<file path="config.mk">
export PLATFORM = sky130hd
export DESIGN_NAME = lef_calc
export DESIGN_NICKNAME = d
export VERILOG_FILES = /design/src/sv/lef_pkg.sv /design/src/sv/lef_calc.sv
export SDC_FILE = /design/constraint.sdc
export NUM_CORES = 1
export LEC_CHECK = 0
export BUFFER_PORTS_ARGS = -buffer_cell sky130_fd_sc_hd__buf_4
export CAP_MARGIN = 10
export CORE_ASPECT_RATIO = 1.5
export CORE_MARGIN = 2
export CORE_UTILIZATION = 50
export DETAILED_ROUTE_END_ITERATION = 8
export PLACE_DENSITY_LB_ADDON = 0.05
export SLEW_MARGIN = 20
export SYNTH_ARGS = -nofsm -noshare
export SYNTH_HDL_FRONTEND = slang
export SYNTH_SLANG_ARGS = --single-unit
</file>
<file path="constraint.sdc">
create_clock -name vclk -period 5.8
set_clock_uncertainty 0.05 [all_clocks]
set_input_delay 0.87 -clock vclk [all_inputs]
set_output_delay 0.87 -clock vclk [all_outputs]
set_load 0.005 [all_outputs]
</file>
<file path="src/sv/lef_pkg.sv">
// Shared constants, types and helpers for the RGB Laplacian edge filter.
// No dependencies; the top level, lef_calc, lef_out_fifo and lef_checker import it.
package lef_pkg;

    localparam int MAX_WIDTH  = 1024;
    localparam int MAX_HEIGHT = 1024;

    localparam int COL_W     = $clog2(MAX_WIDTH);
    localparam int WID_W     = $clog2(MAX_WIDTH + 1);
    localparam int ROW_W     = $clog2(MAX_HEIGHT + 1);
    localparam int CFG_W     = 11;
    localparam int CFG_IDX_W = 1;
    localparam int CH_W      = 8;

    localparam int OUT_DEPTH = 3;
    localparam int OUT_PTR_W = $clog2(OUT_DEPTH);
    localparam int OUT_CNT_W = $clog2(OUT_DEPTH + 1);

    localparam logic [CFG_IDX_W-1:0] REG_IMAGE_WIDTH  = CFG_IDX_W'(0);
    localparam logic [CFG_IDX_W-1:0] REG_IMAGE_HEIGHT = CFG_IDX_W'(1);

    localparam logic CMD_PIXEL = 1'b0;
    localparam logic CMD_FLUSH = 1'b1;

    localparam logic [WID_W-1:0] WIDTH_RESET  = WID_W'(800);
    localparam logic [ROW_W-1:0] HEIGHT_RESET = ROW_W'(600);

    typedef struct packed {
        logic [CH_W-1:0] red;
        logic [CH_W-1:0] green;
        logic [CH_W-1:0] blue;
    } t_pixel;

    // One line RAM word: the pixel two rows up and the pixel one row up.
    typedef struct packed {
        t_pixel above;
        t_pixel centre;
    } t_line_entry;

    localparam int LINE_W = $bits(t_line_entry);

    typedef struct packed {
        t_pixel pix;
        logic   frame_end;
    } t_result;

    function automatic logic [WID_W-1:0] clamp_width(input logic [CFG_W-1:0] v);
        logic [WID_W-1:0] w;
        if (v == '0) begin
            w = WID_W'(1);
        end else if (int'(v) > MAX_WIDTH) begin
            w = WID_W'(MAX_WIDTH);
        end else begin
            w = WID_W'(v);
        end
        return w;
    endfunction

    function automatic logic [ROW_W-1:0] clamp_height(input logic [CFG_W-1:0] v);
        logic [ROW_W-1:0] h;
        if (v == '0) begin
            h = ROW_W'(1);
        end else if (int'(v) > MAX_HEIGHT) begin
            h = ROW_W'(MAX_HEIGHT);
        end else begin
            h = ROW_W'(v);
        end
        return h;
    endfunction

endpackage

</file>
<file path="src/sv/lef_calc.sv">
// Per-channel four-neighbour Laplacian with clamp to 0..255.
// Depends on lef_pkg for the pixel type.
module lef_calc
    import lef_pkg::*;
(
    input  t_pixel i_above,
    input  t_pixel i_below,
    input  t_pixel i_left,
    input  t_pixel i_right,
    input  t_pixel i_centre,
    output t_pixel o_result
);

    localparam int SUM_W = CH_W + 4;

    function automatic logic [CH_W-1:0] lap(
        input logic [CH_W-1:0] u,
        input logic [CH_W-1:0] d,
        input logic [CH_W-1:0] l,
        input logic [CH_W-1:0] r,
        input logic [CH_W-1:0] c
    );
        logic [SUM_W-1:0] s;
        logic [CH_W-1:0]  y;
        s = SUM_W'(u) + SUM_W'(d) + SUM_W'(l) + SUM_W'(r) - {2'b00, c, 2'b00};
        if (s[SUM_W-1]) begin
            y = '0;
        end else if (|s[SUM_W-2:CH_W]) begin
            y = '1;
        end else begin
            y = s[CH_W-1:0];
        end
        return y;
    endfunction

    assign o_result.red   = lap(i_above.red, i_below.red, i_left.red,
                                i_right.red, i_centre.red);
    assign o_result.green = lap(i_above.green, i_below.green, i_left.green,
                                i_right.green, i_centre.green);
    assign o_result.blue  = lap(i_above.blue, i_below.blue, i_left.blue,
                                i_right.blue, i_centre.blue);

endmodule

</file>
### Word level (Yosys, flattened, before mapping)

Index checks and enable logic that the tools add are counted.

* register bits: 0
* output and inout bits: 24

* $add $sub $neg: 12
* mux-type cells: 6
* reductions and logical operators: 3

Operators by type and width (number)
* 8-bit 2-to-1 mux: 6
* 11-bit by 10-bit subtractor with 12-bit output: 3
* 10-bit by 8-bit adder with 11-bit output: 3
* 9-bit by 8-bit adder with 10-bit output: 3
* 8-bit by 8-bit adder with 9-bit output: 3
* 3-bit OR reduction: 3

### Longest topological paths before layout

Gate-level depths: netlist of run 1.

* depth in word-level cells: 7
* depth in mapped cells: 15
* gate-level depth less buffers: 14

### Least setup slack after synthesis of run 1

OpenSTA, ideal clock, no wires.

* kind: input-to-output
* start point: input port i_above[18] in the netlist's numbering
* end point: output port o_result[16] in the netlist's numbering
* arrival time: 4.158 ns
* required time: 4.880 ns
* slack: 0.722 ns
* cell stages on the path: 12
* path through: fa_1 -> fa_1 -> inv_1 -> fa_1 -> inv_1 -> fa_1 -> a211oi_2 -> nor3_1 -> o31a_1 -> or3_4 -> a211oi_4 -> a21oi_1

RTL lines
* from (decl): line lef_calc.sv:6 `input t_pixel i_above,`
* to (decl): line lef_calc.sv:11 `output t_pixel o_result`

==> results.ini, run 1 <==
[status]
status = completed

[floorplanning]
die_area_sq_um = 7270
die_height_um = 103
start_util = 0.512
io_pins = 144
core_sq_um = 6440
std_cell_rows = 36
die_x_um = 70.3

[worst_setup_path]
worstPathCellList = buf_4, fa_1, fa_1, inv_1, fa_1, inv_1, fa_1, a211oi_2, nor3_1, o31a_1, or3_4, a211oi_4, a21oi_1, buf_4
critical_path_class = in2out
cpPeakStageDelay_ns = 0.50
cp.required_ns = 4.88
slowest_stage = fa_1
critPathTopFamily = adder cells
path_max_fanout = 8
crit_arrival_ns = 4.61
cp-start-kind = input pin
path_buf_inv = 4
end_kind = primary output
crit_top_cell = fa_1

[hold_path]
hold_class = in2out

[timing]
setup_tns_ns = 0
relSlewSlack = 0.646
rsz0062_at_grt = false
setup-violations-final = 0
drv_slew = 0
period_minus_slack_ns = 5.53
tightest_slew_ns = 0.532
fmax_mhz = 181
hold_viol = 0
finalCritPeriodShare = 0.954

[place]
placed_cells = 596
post-dp-hpwl_mm = 7.08
portBuffers = 144
place.gp.congestion = 0.864

[power_and_ir_drop]
worst_ir_drop_vdd_mv = 0.249
power.density_nw_per_um2 = 295
leakage_nw = 2.50

[drt]
post_drt_wl_per_cell_um = 12.5
drc = 0
first_pass_iters = 4
antenna_left = 0
vias = 2996
routed_wl_mm = 7.45
drtIter0Drc = 85
vias_per_cell = 5.03

[logic_synthesis]
syn_area_sq_um = 3300
synth_top_area_share = 0.401
syn_area_per_cell_sq_um = 8.77
synthTopCellsByCount = inv_1, fa_1, ha_1, a21oi_1, nor2_1
synth-adder-area-share = 0.572
synth_compound_area_frac = 0.164
yosysSeqAreaShare = 0
synth_area_leader_cell = fa_1
synth_cells = 376
yosys-top-cells-area = fa_1, ha_1, inv_1, a21oi_1, xor2_1
synthSimpleGateAreaFrac = 0.0767
muxShareOfSynthArea = 0.00911
synthDistinctLibCells = 46
synth-xor-area-share = 0.0452
yosysWarnings = 0
synth_most_common_cell = inv_1
synth_nets = 607
synth_top_family_by_area = adder cells

[clock_network]
cts_setup_buffers = 0
cts.hold.buffers_added = 0
cts_resized = 0

[grt]
antenna_found_initial = 0
overflow = 0
grt_pass1_vias = 2925
grt_pass1_wl_mm = 12.4
track_usage = 0.203
grt_start_max_net_pins = 9

[final_layout]
antenna_cells = 0
fin_nets = 753
nClkBuffers = 0
seq_cell_count = 0
drive_above_1_share = 0.292
seq_area_sq_um = 0
syn_to_final_growth_pct = 35.8
fill_cells = 577
stdcell_count = 596
multi_input_area_sq_um = 2860

[run]
maxCapViolCount = 0

stage by stage:
stage	hold WS [ns]	total power, mW	utilization	setup WS, ns	area (sq um)
6_report	2.13	1.32	0.695	0.265	4480
5_1_grt	2.17	1.50	0.695	0.0657	4480
4_1_cts	2.14	1.34	0.695	0.235	4480
3_5_place_dp	2.14	1.33	0.695	0.241	4480
3_3_place_gp	2.14	1.29	0.695	0.342	4480
2_1_floorplan	1.94	0.919	-	0.722	3300
area by class of cell:
type | instances | share of cell area
Multi-Input combinational cell | 259 | 0.638
Inverter | 116 | 0.0973
Timing Repair Buffer | 145 | 0.243
Tap cell | 76 | 0.0212
path summary, 6_finish.rpt:
kind | from | endpoint | slack [ns] | cells past startpoint
setup / recovery | i_above[18] | o_result[16] | 0.27 | 14
hold / removal | i_right[0] | o_result[0] | 2.13 | 5
metal layers:
| metal | share of wire | up-vias | global-route usage |
|---|---|---|---|
| li1 | - | 1484 | - |
| met1 | 0.36 | 1418 | 0.232 |
| met2 | 0.58 | 90 | 0.429 |
| met3 | 0.054 | 4 | 0.0126 |
| met4 | 0.0043 | 0 | 0.00888 |
| met5 | 0 | - | 0 |
layout by cell type (no fill, tap or decap), types with 2 or more instances in the layout:
cell type	Yosys	routed
xor2_1	9	9
and2_1	2	2
a211o_1	4	4
nand2_1	6	6
and3_1	3	3
ha_1	45	45
nor3b_1	2	2
nor2b_1	4	4
mux2i_1	3	3
fa_1	66	66
a211oi_1	4	4
a21oi_1	36	36
a21o_1	8	8
o21bai_1	2	2
o21a_1	2	2
o21ai_0	4	4
nand3_1	7	7
buf_4	0	145
nand2b_1	2	2
o21ai_1	3	3
inv_1	116	116
nor2_1	12	12
nor3_1	5	5
xnor2_1	8	8
power by group:
| part | switching [mW] | internal, mW |
|---|---|---|
| Clock | 0 | 0 |
| Combinational | 0.695 | 0.627 |
| Sequential | 0 | 0 |
kinds of logic after synthesis:
kind of cell / Yosys count
simple gates: 48
mux: 3
fa+ha+maj: 111
xor+xnor: 17
compound gates: 80
buf+inv: 117
No activity file was read; power rests on OpenSTA's default activity.
==> run 2, diff against run 1 <==
--- a/config.mk
+++ b/config.mk
@@ -11,7 +11,9 @@
 export CORE_MARGIN = 2
 export CORE_UTILIZATION = 50
 export DETAILED_ROUTE_END_ITERATION = 8
+export GPL_TIMING_DRIVEN = 1
 export PLACE_DENSITY_LB_ADDON = 0.05
+export RECOVER_POWER = 25
 export SLEW_MARGIN = 20
 export SYNTH_ARGS = -nofsm -noshare
 export SYNTH_HDL_FRONTEND = slang
==> run 2 against run 1 <==
  * Die area did not move
  * Critical endpoint unchanged
  * Total power fell by 0.42%
  * Critical path type unchanged
  * Sequential share of layout area did not move
  * Global-route usage did not move
  * Wire length did not move
==> results.ini, run 2 (synthesis results as in run 1) <==
[status]
status = completed

[hold_path]
hp-start = i_right[0]
holdPathStages = 5  ; unchanged
holdPathEnd = o_result[0]
hold_class = in2out

[place]
post-dp-hpwl_mm = 7.08  ; unchanged
portBuffers = 144  ; unchanged
place.gp.congestion = 0.864  ; unchanged
placed_cells = 596  ; unchanged

[floorplanning]
die_height_um = 103  ; unchanged
std_cell_rows = 36  ; unchanged
die_x_um = 70.3  ; unchanged
io_pins = 144  ; unchanged
core_sq_um = 6440  ; unchanged
start_util = 0.512  ; unchanged
die_area_sq_um = 7270  ; unchanged

[worst_setup_path]
cpPeakStageDelay_ns = 0.50  ; about the same
critPathTopFamily = adder cells
cp-start-kind = input pin
crit_arrival_ns = 4.64  ; +0.03 ns
path_max_fanout = 8  ; unchanged
slowest_stage = fa_1
cp.required_ns = 4.88  ; about the same
crit_top_cell = fa_1
path_buf_inv = 4  ; unchanged
critical_path_class = in2out
end_kind = primary output
worstPathCellList = buf_4, fa_1, fa_1, inv_1, fa_1, inv_1, fa_1, a211oi_2, nor3_1, o31a_1, or3_1, a211oi_4, a21oi_1, buf_4

[grt]
grt_pass1_vias = 2925  ; unchanged
grt_pass1_wl_mm = 12.4  ; unchanged
grt_start_max_net_pins = 9  ; unchanged
overflow = 0  ; unchanged
track_usage = 0.203  ; unchanged
antenna_found_initial = 0  ; unchanged

[drt]
routed_wl_mm = 7.45  ; unchanged
vias = 2993  ; -0.10%
drc = 0  ; unchanged
drtIter0Drc = 67  ; -21%
antenna_left = 0  ; unchanged
first_pass_iters = 4  ; unchanged
post_drt_wl_per_cell_um = 12.5  ; unchanged
vias_per_cell = 5.02  ; -0.10%

[final_layout]
final_common_cell = buf_4
syn_to_final_growth_pct = 35.6
mostFrequentLayoutCells = buf_4, inv_1, fa_1
drive_above_1_share = 0.290  ; -0.00192
fin_util = 0.694  ; -0.000777
multi_input_area_sq_um = 2850  ; -0.18%
stdcell_count = 596  ; unchanged
seq_cell_count = 0  ; unchanged
seq_area_sq_um = 0  ; unchanged
antenna_cells = 0  ; unchanged
nClkBuffers = 0  ; unchanged
fin_nets = 753  ; unchanged
fill_cells = 577  ; unchanged

[timing]
tightest_slew_ns = 0.532  ; -0.0000966 ns
setup_tns_ns = 0  ; unchanged
drv_slew = 0  ; unchanged
setup-violations-final = 0  ; unchanged
period_minus_slack_ns = 5.56  ; +0.0261 ns
finalCritPeriodShare = 0.959  ; +0.00450
fmax_mhz = 180  ; -0.47%
relSlewSlack = 0.646  ; about the same
rsz0062_at_grt = false
hold_viol = 0  ; unchanged

[power_and_ir_drop]
leakage_nw = 2.50  ; about the same
swShare = 0.527  ; +0.00116
internal-power_mw = 0.623  ; -0.66%
power_switching_mw = 0.694  ; -0.20%
power_frac_clock = 0  ; unchanged
power.density_nw_per_um2 = 294  ; -0.31%
p_seq_frac = 0  ; unchanged
worst_ir_drop_vdd_mv = 0.247  ; -0.86%
power_frac_comb = 1.000  ; about the same

[clock_network]
cts_resized = 0  ; unchanged
cts.hold.buffers_added = 0  ; unchanged
cts_setup_buffers = 0  ; unchanged

[run]
maxCapViolCount = 0  ; unchanged

==> run 2: changes by cell type in the layout (fill, tap and decap cells not counted) <==
cell and change:
or3_1 +1, o21ai_0 +1, or3_4 -1, clkbuf_4 +3
buf_4 -3, o21ai_1 -1
==> run 2: per-layer routing <==
metal  track usage  routed length [um]
met5             0                   0
met2         0.429                4340
met1         0.232                2680
met4       0.00888                  32
met3        0.0126                 406
==> run 2: cell type report <==
type                       instances  area share
timing repair buffer             145       0.243
inverter                         116      0.0974
tap                               76      0.0213
multi-input combinational        259       0.638
==> run 2: power groups by stage <==
stage          Clock, mW  Sequential (mW)  Combinational [mW]
6_report               0                0                1.32
4_1_cts                0                0                1.34
5_1_grt                0                0                1.49
3_5_place_dp           0                0                1.33
3_3_place_gp           0                0                1.29
2_1_floorplan          0                0               0.919
==> run 2: worst max path at each step <==
stage	slack [ns]	cells past startpoint	end	from
after floorplan	0.72	12	o_result[16]	i_above[18]
after global placement	0.34	14	o_result[17]	i_above[18]
after CTS	0.23	14	o_result[16]	i_above[18]
final	0.24	14	o_result[16]	i_above[18]
after detailed placement	0.24	14	o_result[16]	i_above[18]
after global routing	0.03	14	o_result[14]	i_above[10]
==> run 2: tightest hold or removal path, delay by kind of cell <==
family,cells,cell delay (ns)
fa+ha+maj,1,0.12
simple gates,2,0.12
buf+inv,2,0.21
==> run 2: per-stage QoR <==
step	setup slack [ns]	power, mW	hold WS (ns)	cell area, sq um
after global placement	0.342	1.29	2.14	4480
after CTS	0.235	1.34	2.14	4480
after global routing	0.0334	1.49	2.19	4470
after floorplan	0.722	0.919	1.94	3300
after detailed placement	0.241	1.33	2.14	4480
final	0.239	1.32	2.14	4470
==> run 3, diff against run 2 <==
--- a/config.mk
+++ b/config.mk
@@ -6,13 +6,12 @@
 export NUM_CORES = 1
 export LEC_CHECK = 0
 export BUFFER_PORTS_ARGS = -buffer_cell sky130_fd_sc_hd__buf_4
-export CAP_MARGIN = 10
+export CAP_MARGIN = 20
 export CORE_ASPECT_RATIO = 1.5
-export CORE_MARGIN = 2
 export CORE_UTILIZATION = 50
 export DETAILED_ROUTE_END_ITERATION = 8
 export GPL_TIMING_DRIVEN = 1
-export PLACE_DENSITY_LB_ADDON = 0.05
+export PLACE_DENSITY_LB_ADDON = 0.15
 export RECOVER_POWER = 25
 export SLEW_MARGIN = 20
 export SYNTH_ARGS = -nofsm -noshare
==> run 3 against run 2 <==
  * Non-clock buffer count shrank 1
  * Combinational power hardly changed
  * Global-route usage up 2.6 points
  * First-iteration DRC count grew 18%
  * Maximum frequency increased by 0.12%
  * Worst hold slack got worse by 0.021 ns
  * Sequential share of layout area is the same
  * Wire length is essentially flat
  * Critical endpoint is now o_result[14]
==> results.ini, run 3 (synthesis results as in run 1) <==
[status]
status = completed

[final_layout]
fin_util = 0.714  ; +0.0198
final_common_cell = buf_4
stdcell_count = 593  ; -0.50%
mostFrequentLayoutCells = buf_4, inv_1, fa_1
syn_to_final_growth_pct = 35.6  ; unchanged
fill_cells = 491  ; -15%
seq_area_sq_um = 0  ; unchanged
nClkBuffers = 0  ; unchanged
multi_input_area_sq_um = 2860  ; +0.35%
drive_above_1_share = 0.295  ; +0.00441
antenna_cells = 0  ; unchanged
fin_nets = 752  ; -0.13%
seq_cell_count = 0  ; unchanged

[timing]
drv_slew = 0  ; unchanged
setup-violations-final = 0  ; unchanged
setup_tns_ns = 0  ; unchanged
fmax_mhz = 180  ; +0.12%
tightest_slew_ns = 0.550  ; +0.0184 ns
fin_hold_ws_ns = 2.12  ; -0.0209 ns
relSlewSlack = 0.633  ; -0.0123
hold_viol = 0  ; unchanged
finalCritPeriodShare = 0.958  ; -0.00115
period_minus_slack_ns = 5.55  ; -0.00667 ns
rsz0062_at_grt = false

[hold_path]
holdPathEnd = o_result[0]
hold_class = in2out
hp-start = i_right[0]
holdPathStages = 5  ; unchanged

[worst_setup_path]
end_kind = primary output
path_buf_inv = 4  ; unchanged
worstPathCellList = buf_4, fa_1, fa_1, inv_1, fa_1, inv_1, fa_1, a211o_1, a31oi_1, o21ai_0, xor2_1, a311oi_2, a21oi_1, buf_4
crit_top_cell = fa_1
slowest_stage = fa_1
cpPeakStageDelay_ns = 0.49  ; about the same
cp.required_ns = 4.88  ; about the same
crit_arrival_ns = 4.63  ; about the same
worst-path-stages = 14  ; unchanged
critical_path_class = in2out
critPathTopFamily = adder cells
cp-start-kind = input pin
path_max_fanout = 8  ; unchanged

[power_and_ir_drop]
power.density_nw_per_um2 = 294  ; -0.23%
worst_ir_drop_vdd_mv = 0.218  ; -12%
leakage_nw = 2.50  ; -0.16%
power_mw = 1.31  ; -0.23%

[clock_network]
cts_setup_buffers = 0  ; unchanged

[floorplanning]
core_sq_um = 6260  ; -2.8%
std_cell_rows = 35  ; -2.8%
io_pins = 144  ; unchanged
die_area_sq_um = 6930  ; -4.7%
start_util = 0.526  ; +0.0146
die_x_um = 68.3  ; -2.8%
die_height_um = 101  ; -1.9%

[drt]
vias = 3024  ; +1.0%
antenna_left = 0  ; unchanged
post_drt_wl_per_cell_um = 12.6  ; +0.49%
routed_wl_mm = 7.45  ; about the same
first_pass_iters = 4  ; unchanged
vias_per_cell = 5.10  ; +1.5%
drc = 0  ; unchanged
drtIter0Drc = 79  ; +18%

[place]
post-dp-hpwl_mm = 7.08  ; about the same
place.gp.congestion = 0.872  ; +0.94%
placed_cells = 593  ; -0.50%
portBuffers = 144  ; unchanged

[grt]
overflow = 0  ; unchanged
grt_start_max_net_pins = 9  ; unchanged
track_usage = 0.230  ; +0.0264
grt_pass1_vias = 3095  ; +5.8%
antenna_found_initial = 0  ; unchanged
grt_pass1_wl_mm = 12.5  ; +1.2%

[run]
maxCapViolCount = 0  ; unchanged

run 3: worst max-delay path by stage:
stage / startpoint / endpoint / slack [ns]
4_1_cts: i_above[18] / o_result[18] / 0.25
2_1_floorplan: i_above[18] / o_result[16] / 0.72
3_3_place_gp: i_above[10] / o_result[10] / 0.31
3_5_place_dp: i_above[18] / o_result[18] / 0.26
5_1_grt: i_above[2] / o_result[4] / 0.06
6_report: i_above[10] / o_result[14] / 0.25
run 3: worst min-delay path, stage by stage:
cell and delay, ns:
buf_4 0.08, ha_1 0.12, nor3_1 0.04, nor2_1 0.08
buf_4 0.11
run 3: power by group:
part           internal [mW]  switching (mW)
logic                  0.623           0.690
registers                  0               0
clock network              0               0
run 3: repair_timing:
action                                  in CTS  in global routing
endpoints found under the setup margin       0                  8
hold buffers                                 0                  0
resized for setup                            0                  2
run 3: per-stage QoR:
step,instance area [sq um],worst slack (ns)
final,4470,0.246
after global placement,4470,0.306
after CTS,4470,0.254
after floorplan,3300,0.722
after detailed placement,4470,0.265
after global routing,4470,0.0647
run 3: final cells by class:
class              count  share of cell area
repair buffers       144               0.242
inverters            116              0.0974
well taps             74              0.0207
multi-input cells    259               0.640
run 3: metal layers:
layer  track usage  vias up  share of wire
met5             0        -              0
met4        0.0369        0          0.020
met3        0.0191       14          0.071
met2         0.475      107           0.58
met1         0.238     1420           0.32
li1              -     1483              -
