[src/sv/lef_pkg.sv]
// Shared constants, types and helpers for the RGB Laplacian edge filter.
// No dependencies; the top level, lef_calc, lef_out_fifo and lef_checker import it.
package lef_pkg;

    localparam int MAX_WIDTH  = 1024;
    localparam int MAX_HEIGHT = 1024;

    localparam int COL_W     = $clog2(MAX_WIDTH);
    localparam int WID_W     = $clog2(MAX_WIDTH + 1);
    localparam int ROW_W     = $clog2(MAX_HEIGHT + 1);
    localparam int CFG_W     = 11;
    localparam int CFG_IDX_W = 1;
    localparam int CH_W      = 8;

    localparam int OUT_DEPTH = 3;
    localparam int OUT_PTR_W = $clog2(OUT_DEPTH);
    localparam int OUT_CNT_W = $clog2(OUT_DEPTH + 1);

    localparam logic [CFG_IDX_W-1:0] REG_IMAGE_WIDTH  = CFG_IDX_W'(0);
    localparam logic [CFG_IDX_W-1:0] REG_IMAGE_HEIGHT = CFG_IDX_W'(1);

    localparam logic CMD_PIXEL = 1'b0;
    localparam logic CMD_FLUSH = 1'b1;

    localparam logic [WID_W-1:0] WIDTH_RESET  = WID_W'(800);
    localparam logic [ROW_W-1:0] HEIGHT_RESET = ROW_W'(600);

    typedef struct packed {
        logic [CH_W-1:0] red;
        logic [CH_W-1:0] green;
        logic [CH_W-1:0] blue;
    } t_pixel;

    // One line RAM word: the pixel two rows up and the pixel one row up.
    typedef struct packed {
        t_pixel above;
        t_pixel centre;
    } t_line_entry;

    localparam int LINE_W = $bits(t_line_entry);

    typedef struct packed {
        t_pixel pix;
        logic   frame_end;
    } t_result;

    function automatic logic [WID_W-1:0] clamp_width(input logic [CFG_W-1:0] v);
        logic [WID_W-1:0] w;
        if (v == '0) begin
            w = WID_W'(1);
        end else if (int'(v) > MAX_WIDTH) begin
            w = WID_W'(MAX_WIDTH);
        end else begin
            w = WID_W'(v);
        end
        return w;
    endfunction

    function automatic logic [ROW_W-1:0] clamp_height(input logic [CFG_W-1:0] v);
        logic [ROW_W-1:0] h;
        if (v == '0) begin
            h = ROW_W'(1);
        end else if (int'(v) > MAX_HEIGHT) begin
            h = ROW_W'(MAX_HEIGHT);
        end else begin
            h = ROW_W'(v);
        end
        return h;
    endfunction

endpackage

[src/sv/lef_out_fifo.sv]
// Small result queue between the filter pipeline and the output channel.
// Depends on lef_pkg for depth and result type.
module lef_out_fifo
    import lef_pkg::*;
(
    input  logic                 i_clk,
    input  logic                 i_rst_n,
    input  logic                 i_push,
    input  t_result              i_data,
    output logic                 o_valid,
    input  logic                 i_ready,
    output t_result              o_data,
    output logic [OUT_CNT_W-1:0] o_count
);

    t_result              r_buf [OUT_DEPTH];
    logic [OUT_PTR_W-1:0] r_wr_ptr;
    logic [OUT_PTR_W-1:0] r_rd_ptr;
    logic [OUT_CNT_W-1:0] r_count;
    logic                 pop;

    assign pop = (r_count != '0) & i_ready;

    always_ff @(posedge i_clk) begin
        if (i_push) begin
            r_buf[r_wr_ptr] <= i_data;
        end
    end

    always_ff @(posedge i_clk) begin
        if (!i_rst_n) begin
            r_wr_ptr <= '0;
            r_rd_ptr <= '0;
            r_count  <= '0;
        end else begin
            if (i_push) begin
                r_wr_ptr <= (r_wr_ptr == OUT_PTR_W'(OUT_DEPTH - 1)) ? '0
                          : r_wr_ptr + OUT_PTR_W'(1);
            end
            if (pop) begin
                r_rd_ptr <= (r_rd_ptr == OUT_PTR_W'(OUT_DEPTH - 1)) ? '0
                          : r_rd_ptr + OUT_PTR_W'(1);
            end
            case ({i_push, pop})
                2'b10:   r_count <= r_count + OUT_CNT_W'(1);
                2'b01:   r_count <= r_count - OUT_CNT_W'(1);
                default: r_count <= r_count;
            endcase
        end
    end

    assign o_valid = (r_count != '0);
    assign o_data  = r_buf[r_rd_ptr];
    assign o_count = r_count;

endmodule

[config.mk]
export PLATFORM = sky130hd
export DESIGN_NAME = lef_out_fifo
export DESIGN_NICKNAME = d
export VERILOG_FILES = /design/src/sv/lef_pkg.sv /design/src/sv/lef_out_fifo.sv
export SDC_FILE = /design/constraint.sdc
export NUM_CORES = 1
export LEC_CHECK = 0
export BUFFER_PORTS_ARGS = -buffer_cell sky130_fd_sc_hd__clkbuf_2
export CAP_MARGIN = 25
export CELL_PAD_IN_SITES_DETAIL_PLACEMENT = 1
export CELL_PAD_IN_SITES_GLOBAL_PLACEMENT = 1
export CORE_MARGIN = 2
export CORE_UTILIZATION = 40
export CTS_BUF_LIST = sky130_fd_sc_hd__clkbuf_2
export DETAILED_ROUTE_END_ITERATION = 7
export GPL_TIMING_DRIVEN = 0
export MAX_ROUTING_LAYER = met4
export PLACE_DENSITY = 0.68
export SLEW_MARGIN = 30
export SYNTH_ARGS = -nofsm -noshare
export SYNTH_HDL_FRONTEND = slang
export SYNTH_SLANG_ARGS = --single-unit
[constraint.sdc]
create_clock -name i_clk -period 4.6 [get_ports i_clk]
set_clock_uncertainty 0.15 [all_clocks]
set_input_delay 0.92 -clock i_clk [delete_from_list [all_inputs] [get_ports i_clk]]
set_output_delay 0.92 -clock i_clk [all_outputs]
set_load 0.005 [all_outputs]
Word level (Yosys, flattened, before mapping)

Memory sizes are Yosys's and may differ from the RTL's. A register that Yosys moved wholly into a read port is not among the register bits.
Index checks and enable logic that the tools add are counted.

Output and inout port bits: 28
Bits in writable memories: 75
Memories kept: 1
Flip-flop bits (word level): 6

Memories:

| name  | words | bits a word | rd ports | clocked after Yosys merged registers in | write ports | RTL line           | source |
|---|---|---|---|---|---|---|---|
| r_buf | 3     | 25          | 1        | 1                                       | 1           | lef_out_fifo.sv:16 | `t_result r_buf [OUT_DEPTH];` |

Reduce and logical (&&, ||, !) cells: 2
$add $sub $neg: 4
Bitwise operators: 1
Eq/ne operators: 4
Muxes and demuxes: 7

Operators by type and width:

| kind                                                                   | number |
|---|---|
| 2-bit 2-to-1 mux                                                       | 4 |
| 2-bit by 1-bit adder with 2-bit output (second input constant)         | 3 |
| 2-bit equality test (second input constant)                            | 3 |
| 2-bit one-hot mux with 2 select lines                                  | 1 |
| 2-bit nonzero test                                                     | 2 |
| 2-bit by 1-bit equality test with 1-bit output (second input constant) | 1 |
| 1-bit 2-to-1 mux                                                       | 2 |
| 2-bit by 1-bit subtractor with 2-bit output (second input constant)    | 1 |
| 1-bit AND                                                              | 1 |

Depth between registers and ports, before layout

Gate-level depths: netlist of the first run.

Depth in word-level cells: 4
Depth in mapped cells: 6

Worst setup path after synthesis of the first run

No wires, ideal clock.

Path type: input to register
From: input i_push
To: memory r_buf[0][0] (netlist name) (enable)
Arrival: 2754 ps
Path slack: 1255 ps
Setup time: 441 ps
Required time: 4009 ps
Buffers on the path: 0
Stages on the path: 2
Path through: inv_2 -> nor3_1

Cells in the longest elaborated chain, start to end: 2

RTL lines:

| item                                   | RTL line           | source |
|---|---|---|
| from (decl)                            | lef_out_fifo.sv:8  | `input logic i_push,` |
| 1-bit 2-to-1 mux                       | lef_out_fifo.sv:25 | `if (i_push) begin` |
| 1-bit 2-to-1 mux (implied by the code) | lef_out_fifo.sv:26 | `r_buf[r_wr_ptr] <= i_data;` |
| to (decl)                              | lef_out_fifo.sv:16 |  |

No other way between the ends.

==> results of run 1 <==
==> critical path, cell delays in order, from the launching register on <==
cell,delay (ps)
sky130_fd_sc_hd__dfxtp_1,350
sky130_fd_sc_hd__buf_2,210
sky130_fd_sc_hd__buf_4,270
sky130_fd_sc_hd__mux2i_1,220
sky130_fd_sc_hd__o21ai_1,90
sky130_fd_sc_hd__clkbuf_2,140
==> state kept, by name, indices dropped and copies added (netlist names), named ones only <==
signal,count
r_buf,75
r_rd_ptr,2
r_wr_ptr,2
o_count,2
==> per-stage QoR <==
stage	power, mW	cell area [µm²]	setup WS [ps]	TNS (ps)	cells
floorplan	1.087	3079	1255	0	192
global placement	1.213	3483	-100.2	-2504	347
detailed placement	1.228	3576	2042	0	352
CTS	1.589	3685	1672	0	368
global route	1.647	3685	1534	0	368
finish	1.565	3685	1727	0	368
==> layout make-up <==
| cell class | instances | area share (%) |
|---|---|---|
| sequential | 83 | 65.47 |
| multi-input combinational | 99 | 17.39 |
| timing repair buffer | 61 | 9.576 |
| tap | 99 | 3.362 |
| clock buffer | 11 | 1.494 |
| clock inverter | 5 | 1.460 |
| buffer | 8 | 1.053 |
| inverter | 2 | 0.2037 |
==> layout by cell type, fill, tap and decap left out, types with 2 or more instances in the layout <==
cell type,n
sky130_fd_sc_hd__edfxtp_1,75
sky130_fd_sc_hd__nor2b_1,2
sky130_fd_sc_hd__clkbuf_2,67
sky130_fd_sc_hd__o21ai_1,26
sky130_fd_sc_hd__or3_1,2
sky130_fd_sc_hd__o21a_1,2
sky130_fd_sc_hd__mux2i_1,25
sky130_fd_sc_hd__buf_6,2
sky130_fd_sc_hd__xnor2_1,2
sky130_fd_sc_hd__dfxtp_1,8
sky130_fd_sc_hd__clkbuf_1,5
sky130_fd_sc_hd__clkinvlp_4,2
sky130_fd_sc_hd__buf_4,3
sky130_fd_sc_hd__a21boi_1,3
sky130_fd_sc_hd__nor2_4,2
sky130_fd_sc_hd__nand2_1,29
==> power by group through the flow <==
stage	clock [mW]	sequential (mW)	combinational [mW]
2_1_floorplan	0	0.904	0.183
3_3_place_gp	0	0.907	0.306
3_5_place_dp	0	0.907	0.321
4_1_cts	0.375	0.890	0.324
5_1_grt	0.400	0.895	0.352
6_report	0.361	0.890	0.314
==> final timing paths <==
kind / end / slack [ps] / depth (start not counted)
max reg2reg: o_count[1] / 2740 / 5
max: o_data[23] / 1730 / 5
min: r_rd_ptr[1] / 360 / 2
min reg2reg: r_rd_ptr[1] / 360 / 2
==> per-layer routing <==
metal / vias up / share of wire (%)
li1: 858 / -
met1: 838 / 42
met2: 37 / 53
met3: 11 / 3.1
met4: 0 / 2.3
met5: - / 0
==> cells by family (layout without fill, tap and decap cells) <==
kind of cell    count (synthesis)  in the layout  synth area share [%]
mux                            25             25                 8.127
flops                          83             83                 78.34
xor+xnor                        2              2                0.5690
fa+ha+maj                       1              1                0.4063
compound gates                 32             32                 5.607
simple gates                   39             39                 5.445
buf+inv                        10             87                 1.503
==> metrics.sh, run 1 <==
STATUS='finished, final reports clean'
CTS.ROOT.BUFFER_CELL='sky130_fd_sc_hd__clkbuf_2'
MULTI_INPUT_AREA_UM2=640.6
WORST-SETUP-PATH-TYPE='reg2out'
POST_SYNTHESIS_INSTANCE_AREA_MM2=0.003079
WORST_EP_ARRIVAL_TIME_PS=1800
NUM_ANTENNA_CELLS=0
SETUP.WORST_PATH.START_CLASS='flop'
FINAL_GLOBAL_ROUTE_OVERFLOW_TOTAL=0
FLOORPLAN.ROWS=31
FIN_HOLD_WS_PS=359.3
WL_MM=5.842
DRT-PASS1-ITER-COUNT=3
WORST_SETUP_PATH_END_KIND='output pin'
IR_DROP_V=0.0002109
WORST_HOLD_STARTPOINT='r_rd_ptr[1]'
POWER.SHARE.SEQUENTIAL_PCT=56.9
CP_DATA_REQUIRED_TIME_PS=3530
FINISH.NET_COUNT=294
TIGHTESTPINTRANSITION_PS=672.9
COUNT_OF_FLIP_FLOPS_WITH_A_BUILT_IN_ENABLE_AFTER_SYNTHESIS=75
GRT.MET3_USAGE_PCT=3.122
FINAL_LAYOUT_SIZE_SUFFIX_GT1_SHARE_PCT=30.86
PWR_DENSITY_CELL_mW_PER_MM2=424.8
SYNTHTOPCELLSBYCOUNT='sky130_fd_sc_hd__edfxtp_1, sky130_fd_sc_hd__nand2_1, sky130_fd_sc_hd__o21ai_1, sky130_fd_sc_hd__mux2i_1, sky130_fd_sc_hd__dfxtp_1'
DRT-VIAS-PER-INSTANCE=4.739
CRITICAL_R2R_LAUNCH='o_count[0]'
BUFFER_PORTS.INSERTED=56
GRT-BUSIEST-LAYER='met2'
DETAIL_ROUTE.ITER0.VIOLATIONS=90
CLOCK_TREE.BUFFER_DEPTH=2
MAX_CLOCK_FREQ_MHz=348.1
POWER_FRAC_CLOCK_PCT=23.1
FLOORPLAN.CORE_AREA_MM2=0.007370
TIMING.FINAL.SETUP_VIOLATIONS=0
P_SW_SHARE_PCT=26.76
SLEW_HEADROOM_PCT=54.89
VIAS_IN_THE_FIRST_GLOBAL_ROUTE=1880
TIMING.FINAL.HOLD_VIOLATIONS=0
GRT_START_MAX_NET_PINS=19
GRTUSAGEMET1_PCT=17.22
SYNTH.AVG_CELL_AREA_UM2=16.04
CLOCK_LATENCY_PS=510
YS_FF_LATCH=83
LAYOUT.FILLER_CELLS=766
COUNT_OF_BOUNDARY_I_O_PINS=57
FINAL-SEQ-AREA_MM2=0.002412
CLKSINKCOUNT=83
SYNTHARSTFLOPSHARE_PCT=0
SYNTHMOSTINSTANTIATEDCELL='sky130_fd_sc_hd__edfxtp_1'
YOSYSUNIQUECELLTYPES=22
GRT_PASS1_WL_MM=9.432
SYNTH_TOP_CELL_AREA_SHARE_PCT=73.14
SYNTH-SEQ-AREA-SHARE_PCT=78.34
START_UTIL_PCT=41.78
SYNTH_FLOP_CELL='sky130_fd_sc_hd__edfxtp_1'
AREA_DELTA_SYNTH_FINAL_PCT=19.67
CHIPWIDTH_UM=91.74
REMAINING_DRC_ERRORS=0
TYPE_OF_THE_TIGHTEST_MIN_DELAY_CHECK='reg2reg'
NUMBER_OF_ANTENNA_VIOLATIONS_AT_THE_FIRST_CHECK_IN_GLOBAL_ROUTING=0
USE_MET2_PCT=26.96
CTS.REPAIR_TIMING.SETUP_BUFFER_COUNT=0
SYN_NETS=222
NETLIST_TOP_CELLS_AREA='sky130_fd_sc_hd__edfxtp_1, sky130_fd_sc_hd__mux2i_1, sky130_fd_sc_hd__dfxtp_1'
RSZ_0062_RAISED_AFTER_GLOBAL_ROUTING='false'
CELL_TAKING_THE_MOST_AREA_AFTER_SYNTHESIS='sky130_fd_sc_hd__edfxtp_1'
NUMBER_OF_CTS_INSERTED_BUFFERS=9
H_TREE_LEVELS=3
POST-ROUTE-MIN-PERIOD_PS=2873
SYNTHESIS.INSTANCES=192
WORSTPATHMAXFANOUT=10
CTSHOLDBUFFERS=0
PWR-SHARE-COMB_PCT=20.1
ROUTABILITY_DRIVEN_PLACEMENT_CONGESTION_RATIO=0.6453
CLK_TRANSITION_REPORTED_PATHS_PS=220
TRITONCTS='yes'
AVGROUTEDWIREPERCELL_UM=15.88
DRV_SLEW=0
POWER_LEAKAGE_nW=1.294
CELLINTERNALPOWER_mW=1.146
GLOBAL_ROUTE.USAGE.TOTAL_PCT=15.66
SYNTHESIS.YOSYS.WARNINGS=0
FINAL_CORE_UTIL_PCT=50.00
MAX-CAP-VIOLATIONS=0
HPWL_MM=4.034
FP.DIEAREA_MM2=0.008416
SWITCHING_POWER_SUMMED_OVER_ALL_NETS_uW=418.8
DIE_HEIGHT_UM=91.74
DETAILROUTE.VIA_COUNT=1744
NUMBER_OF_GATES_RESIZED_AFTER_CTS=0
TIMING.FINAL.CRIT_SHARE_PCT=62.46
FINAL_ANTENNA_NET_COUNT=0
Note: power is estimated with default switching activity, not from simulation.
==> run 2: changes to the inputs <==
==> constraint.sdc (replaced) <==
create_clock -name i_clk -period 2.9 [get_ports i_clk]
set_clock_uncertainty 0.15 [all_clocks]
set_input_delay 0.58 -clock i_clk [delete_from_list [all_inputs] [get_ports i_clk]]
set_output_delay 0.58 -clock i_clk [all_outputs]
set_load 0.005 [all_outputs]
==> run 2 against run 1 <==
Net effect:
- wire length is 2.1% higher
- combinational power is 60% higher
- highest routed layer unchanged
- utilization is 0.17 points higher
- non-clock buffer count is 1 lower
- sequential share of layout area is 0.22 points lower
- critical path depth stayed put
- setup slack worse by 1300 ps
- flip-flop and latch count stayed put
- clock power is 58% higher
- via count is 1.5% higher
- sequential power is 58% higher
- largest cell class unchanged
- global-route usage is 0.43 points higher
==> metrics.sh, run 2 (synthesized netlist as in run 1, its figures left out) <==
HPWL_MM=4.107
RSZ_0062_RAISED_AFTER_GLOBAL_ROUTING='false'
SWITCHING_POWER_SUMMED_OVER_ALL_NETS_uW=675.3
FINISH.NET_COUNT=293
END_POINT_OF_THE_MOST_CRITICAL_HOLD_PATH='r_buf[2][5]'
CRITICAL-PATH-MAX-STAGE-DELAY_PS=350
TIGHTESTPINTRANSITION_PS=566.9
REGTOREGSETUPSLACK_PS=1020
PWR-SHARE-COMB_PCT=20.2
WORST_HOLD_STARTPOINT='i_data[5]'
PWR_DENSITY_CELL_mW_PER_MM2=672.7
FINAL.SETUP.TNS_PS=0
AVGROUTEDWIREPERCELL_UM=16.25
START_UTIL_PCT=41.78
MAX_CLOCK_FREQ_MHz=396.5
POST-ROUTE-MIN-PERIOD_PS=2522
DRT-PASS1-ITER-COUNT=4
FINAL_ANTENNA_NET_COUNT=0
LAYOUT.FILLER_CELLS=762
WORST_EP_ARRIVAL_TIME_PS=1790
DETAIL_ROUTE.ITER0.VIOLATIONS=86
CLKSINKCOUNT=83
WORSTPATHBUFFERINVERTERCOUNT=3
CRITICAL_PATH_DEPTH=5
TRITONCTS='yes'
TYPE_OF_THE_TIGHTEST_MIN_DELAY_CHECK='in2reg'
CLK_TRANSITION_REPORTED_PATHS_PS=210
REG2REG_CAPTURE_POINT='o_count[1]'
STATUS='finished, final reports clean'
FIN_HOLD_WS_PS=99.54
CPMAXSTAGEDELAYCELL='sky130_fd_sc_hd__dfxtp_1'
DIE_HEIGHT_UM=91.74
SLEW_HEADROOM_PCT=62.21
DRT-VIAS-PER-INSTANCE=4.826
GRT_START_MAX_NET_PINS=17
CTS.ROOT.BUFFER_CELL='sky130_fd_sc_hd__clkbuf_2'
TIMING.FINAL.HOLD_VIOLATIONS=0
DRV_SLEW=0
CHIPWIDTH_UM=91.74
LEADING_CELL_TYPE_IN_THE_LAYOUT_FILL_AND_TAPS_EXCLUDED='sky130_fd_sc_hd__edfxtp_1'
WL_MM=5.965
CTS.REPAIR_TIMING.SETUP_BUFFER_COUNT=0
WORSTPATHMAXFANOUT=10
AREA_DELTA_SYNTH_FINAL_PCT=20.07
BUFFER_PORTS.INSERTED=56
FINAL_GLOBAL_ROUTE_OVERFLOW_TOTAL=0
PLACE.DETAILED.INSTANCES=351
TIMING.REG2REG.WORST_PATH_DEPTH=5
CRITICAL_R2R_LAUNCH='o_count[0]'
WORST_PATH_DOMINANT_CELL_FAMILY='buffers and inverters'
REMAINING_DRC_ERRORS=0
VIAS_IN_THE_FIRST_GLOBAL_ROUTE=1909
TIMING.FINAL.CRIT_SHARE_PCT=86.97
FLOORPLAN.ROWS=31
FINAL-SEQ-AREA_MM2=0.002412
GRT_PASS1_WL_MM=9.742
FINAL_CELL_MIX='sky130_fd_sc_hd__edfxtp_1, sky130_fd_sc_hd__clkbuf_2, sky130_fd_sc_hd__nand2_1'
CRIT_CHAIN='buf_2 > buf_4 > mux2i_1 > o21ai_1 > clkbuf_2'
ROUTABILITY_DRIVEN_PLACEMENT_CONGESTION_RATIO=0.6697
P_SW_SHARE_PCT=27.15
TIMING.FINAL.SETUP_VIOLATIONS=0
POSTPLACECELLAREA_MM2=0.003591
H_TREE_LEVELS=3
COUNT_OF_BOUNDARY_I_O_PINS=57
CP_DATA_REQUIRED_TIME_PS=2170
NUMBER_OF_CTS_INSERTED_BUFFERS=9
CELLINTERNALPOWER_mW=1.812
HOLD_DEPTH=1
CLOCK_LATENCY_PS=500
MULTI_INPUT_AREA_UM2=646.9
POST_LAYOUT_NONFILLER_INSTANCES=367
FIN_AREA_MM2=0.003697
NUM_ANTENNA_CELLS=0
NUMBER_OF_ANTENNA_VIOLATIONS_AT_THE_FIRST_CHECK_IN_GLOBAL_ROUTING=0
POWER.SHARE.SEQUENTIAL_PCT=56.8
MAX-CAP-VIOLATIONS=0
FP.DIEAREA_MM2=0.008416
DETAILROUTE.VIA_COUNT=1771
FINAL_LAYOUT_SIZE_SUFFIX_GT1_SHARE_PCT=29.85
FINALPOWER_mW=2.487
FLOORPLAN.CORE_AREA_MM2=0.007370
WORST_SETUP_PATH_END_KIND='output pin'
LARGEST_REGISTER_FF_COUNT=75
GLOBAL_ROUTE.USAGE.TOTAL_PCT=16.09
POWER_FRAC_CLOCK_PCT=23.0
IR_DROP_V=0.0002786
SETUP.WORST_PATH.START_CLASS='flop'
CTSHOLDBUFFERS=0
POWER_LEAKAGE_nW=1.291
NUMBER_OF_GATES_RESIZED_AFTER_CTS=0
CLOCK_TREE.BUFFER_DEPTH=2
WORST-SETUP-PATH-TYPE='reg2out'
REGISTERS.TOP_BY_FF_COUNT='r_buf'
run 2: cell count changes in the layout (fill, tap and decap cells not counted):
cell / before / now
sky130_fd_sc_hd__buf_16: 1 / 2
sky130_fd_sc_hd__buf_4: 3 / 2
sky130_fd_sc_hd__buf_6: 2 / 1
sky130_fd_sc_hd__clkbuf_2: 67 / 66
sky130_fd_sc_hd__clkinv_1: 1 / 3
sky130_fd_sc_hd__clkinv_2: 1 / 0
sky130_fd_sc_hd__nor3_2: 1 / 0
sky130_fd_sc_hd__nor3_4: 0 / 1
run 2: worst max-delay path by stage:
stage / startpoint / end
2_1_floorplan: i_push / r_buf[1][0]
3_3_place_gp: i_push / r_buf[1][0]
3_5_place_dp: i_ready / o_count[1]
4_1_cts: flop / o_data[5]
5_1_grt: flop / o_data[12]
6_report: flop / o_data[5]
run 2: metal layers:
metal / up-vias / track usage (%) / routed length (µm)
met2: 34 / 26.23 / 3009
li1: 861 / - / -
met1: 868 / 19.00 / 2659
met5: - / - / 0
met4: 0 / 8.582 / 125
met3: 8 / 3.122 / 171
run 2: metrics by stage:
stage	util, %	worst slack [ps]
3_3_place_gp	47.33	-334.2
5_1_grt	50.17	158.4
6_report	50.17	377.7
3_5_place_dp	48.73	874.1
4_1_cts	50.17	313.9
2_1_floorplan	-	619.1
run 2: area by class of cell:
class	count	share of cell area (%)
Buffer	8	1.049
Clock buffer	10	1.354
Clock inverter	6	1.523
Inverter	2	0.2030
Multi-Input combinational cell	99	17.50
Sequential cell	83	65.25
Tap cell	99	3.350
Timing Repair Buffer	60	9.780
run 2: power by group through the flow:
stage	clock network [mW]	registers (mW)	logic (mW)
after floorplan	0	1.43	0.291
after global placement	0	1.44	0.487
after detailed placement	0	1.44	0.515
after CTS	0.593	1.41	0.516
after global routing	0.646	1.42	0.560
final	0.571	1.41	0.503
